[src/hw/rtl/tsmt_pkg.sv]
// package for the threshold sweep minimum tree
// field widths, action codes, the empty mark, the count limit, states and compare unit result
// no dependencies
package tsmt_pkg;

    // field widths of the input and result words
    localparam int POS_W = 10;
    localparam int RB_W  = 11;
    localparam int VAL_W = 31;
    localparam int CNT_W = 11;

    // action codes of the input word
    localparam logic ACT_SET   = 1'b0;
    localparam logic ACT_SWEEP = 1'b1;

    // slot value type and the empty mark
    typedef logic [VAL_W-1:0] t_val;
    localparam t_val EMPTY_MARK = 31'h7FFF_FFFF;

    // highest count that the result can carry
    localparam logic [CNT_W-1:0] COUNT_MAX = 11'd2047;

    // sequencer states
    typedef enum logic [3:0] {
        ST_CLEAR,
        ST_IDLE,
        ST_START,
        ST_CHECK,
        ST_CHECK_WAIT,
        ST_DESCEND,
        ST_LEAF,
        ST_UP,
        ST_CLIMB,
        ST_RESULT
    } t_state;

    // result of the shared compare unit
    typedef struct packed {
        logic a_le;
        t_val mn;
    } t_cmp_res;

endpackage

[src/hw/rtl/tsmt_cmp.sv]
// shared compare unit: node value against the threshold, and the minimum for a path update
// depends on tsmt_pkg for the value and result types
module tsmt_cmp
    import tsmt_pkg::*;
(
    input  t_val     i_node,
    input  t_val     i_thr,
    input  t_val     i_val,
    output t_cmp_res o_res
);

    // threshold test on the node word
    assign o_res.a_le = (i_node <= i_thr);

    // minimum of the carried value and the sibling word
    assign o_res.mn = (i_node < i_val) ? i_node : i_val;

endmodule

[config.mk]
export PLATFORM = sky130hd
export DESIGN_NAME = tsmt_cmp
export DESIGN_NICKNAME = d
export VERILOG_FILES = /design/src/hw/rtl/tsmt_pkg.sv /design/src/hw/rtl/tsmt_cmp.sv
export SDC_FILE = /design/constraint.sdc
export NUM_CORES = 1
export LEC_CHECK = 0
export ABC_AREA = 1
export BUFFER_PORTS_ARGS = -buffer_cell sky130_fd_sc_hd__buf_2
export CELL_PAD_IN_SITES_DETAIL_PLACEMENT = 0
export CELL_PAD_IN_SITES_GLOBAL_PLACEMENT = 2
export CORE_MARGIN = 1.5
export CORE_UTILIZATION = 23
export DETAILED_ROUTE_END_ITERATION = 16
export PLACE_DENSITY = 0.92
export SLEW_MARGIN = 30
export SYNTH_ARGS = -nofsm -noshare
export SYNTH_HDL_FRONTEND = slang
export SYNTH_SLANG_ARGS = --single-unit
[constraint.sdc]
create_clock -name vclk -period 2.2
set_input_delay 0.22 -clock vclk [all_inputs]
set_output_delay 0.22 -clock vclk [all_outputs]
set_load 0.02 [all_outputs]
==> reports/results.txt <==
LEAKAGE: 2.020 nW
Final Hold Viols: 0
Most frequent cells in the layout: nand2_1, buf_2, inv_1, ha_1, nand3_1
HP Class: in -> out
Post-DP HPWL: 5.769 mm
Synth Area per Inst: 5.686 um2
Simple-Gate Fraction of Synth Area: 40.57%
Via/cell ratio: 4.085
Setup slack after layout: 0.1937 ns
GRT overflow: 0
CP Max Fanout: 8
Finish-stage setup viols: 0
Tcrit/Tclk final: 91.20%
FP Rows: 35
Layout Cells excl Fill: 638
P_int: 303.6 uW
Max Cap Viol: 0
Largest net degree at the start of global routing: 16
Flop pwr share: 0%
Setup Buffers After CTS: 0
Most Frequent Cell on Critical Path: nand2_1
Critical Path Max Stage Delay: 0.30 ns
WP data required: 1.98 ns
Startpoint Class: input pin
Max-slew violations: 0
Register area share after synthesis: 0%
Via total after detailed routing: 2606
Combinational Power Share: 100.0%
Final Instance Area: 0.003002 mm2
Most common cell after layout, fill and taps aside: nand2_1
Slowest cell on the critical path: ha_1
Critical path endpoint category: output port
Flip-flop and latch area: 0 um2
Initial antenna violation count: 0
Synth Area in Adders: 34.96%
Diode count: 0
Die Ht: 100.4 um
Synth Instances: 384
Crit path max-delay family: simple AND/OR/NAND/NOR gates
Fin crit period: 2.006 ns
FFs & Latches: 0
Switch share: 58.20%
Critical path arrival: 1.79 ns
Layout cells sized above 1: 30.06%
Syn. warnings: 0
Final wirelength: 6.256 mm
Post-DP Area: 0.002990 mm2
Initial core utilization: 23.63%
Placed insts: 638
Die area: 0.01009 mm2
Status: finished, final reports clean
Setup CP Type: in -> out
Worst hold margin: 0.7491 ns
Post-synthesis xor/xnor area fraction: 0%
Mapped Area: 0.002183 mm2
Rel. slew slack: 82.94%
Detailed Routing Iterations Pass 1: 4
Slew @ Worst Pin: 0.2536 ns
Largest family of logic cells by synthesized area: simple AND/OR/NAND/NOR gates
1st-iter DRT viols: 59
Worst vdd ir: 0.09954 mV
Post-DRT Antenna Nets: 0
First-pass GRT wire length: 10.52 mm
Yosys cell types: 22
Max Freq: 0.4984 GHz
# fillers: 1061
Total GRT Usage: 12.34%
Vias in the first global route: 2492
RSZ-0062 raised after global routing: true
DRC Markers: 0
Pwr Density: 242.0 mW/mm2
Final GP Congestion: 0.7782
Synth Net Count: 538
CLK BUF: 0
Setup WS pre-CTS: 0.1540 ns
NumNets Final: 665
Psw: 422.7 uW
Clock Power Share: 0%
Die width: 100.4 um
Ports: 125
P&R area growth vs syn: 37.48%
WL/cell: 9.806 um
Core Region: 0.009240 mm2
Post-layout util: 32.48%
# port buffers: 125
Post-synthesis mux area share: 0%
Cell chain of the critical path: buf_2 > ha_1 > nand2_1 > nor2_1 > nand2_2 > nor2_1 > nand2_1 > nand2_2 > nor2_4 > nand2_4 > buf_4 > nand2_1 > nand2_1 > buf_2
Bufs and invs on worst path: 3
Compound-gate portion of the synthesized area: 7.221%
area by class of cell:
class	instances	area, um2	area share (%)
tap	129	161.4	5.377
timing repair buffer	134	729.5	24.30
inverter	81	304.0	10.13
multi-input combinational	294	1807	60.19
synth_stat cells (2+ instances only):
master | instances | area [um2]
ha_1 | 61 | 763.2
nand2_2 | 13 | 81.33
buf_2 | 6 | 30.03
inv_1 | 81 | 304.0
o21ai_0 | 4 | 20.02
nand3_1 | 35 | 175.2
nor2_2 | 2 | 12.51
nand2_1 | 129 | 484.2
o21a_1 | 2 | 15.01
a21oi_1 | 23 | 115.1
nand4_1 | 3 | 18.77
nor2_1 | 14 | 52.55
buf_6 | 2 | 22.52
kinds of logic after synthesis:
family	after synthesis
AO/OA/AOI/OAI	30
buffers and inverters	90
adder cells (fa/ha/maj)	61
AND/OR/NAND/NOR	203
stage by stage:
| stage | power (mW) | setup TNS (ns) |
|---|---|---|
| 4_1_cts | 0.7344 | 0 |
| 2_1_floorplan | 0.4585 | 0 |
| 3_5_place_dp | 0.7304 | 0 |
| 5_1_grt | 0.8320 | -0.05050 |
| 6_report | 0.7263 | 0 |
| 3_3_place_gp | 0.7269 | 0 |
worst min-delay path, cell delays in order:
cell	delay, ns
buf_2	0.09
nand2_1	0.05
nand2_1	0.05
buf_4	0.13
metal layers:
metal  part of all wire [%]  vias up  track usage, %
met4                      0        0               0
met2                     47       69           22.40
met1                     48     1082           17.14
li1                       -     1455               -
met5                      0        -               0
met3                    4.8        0          0.5571
worst paths after layout:
path	startpoint	end	cells after the start	slack, ns
max	i_node[26]	o_res[16]	14	0.19
min	i_val[10]	o_res[10]	4	0.75
power by group through the flow:
stage                     clock network (mW)  registers (mW)  logic [mW]
after floorplan                            0               0       0.458
after global placement                     0               0       0.727
after detailed placement                   0               0       0.730
after CTS                                  0               0       0.734
after global routing                       0               0       0.832
final                                      0               0       0.726
timing repair:
item / 4_1_cts / 5_1_grt
endpoints found under the setup margin: 0 / 7
hold buffers: 0 / 0
gates resized for setup: 0 / 4
Note: power is estimated with default switching activity, not from simulation.
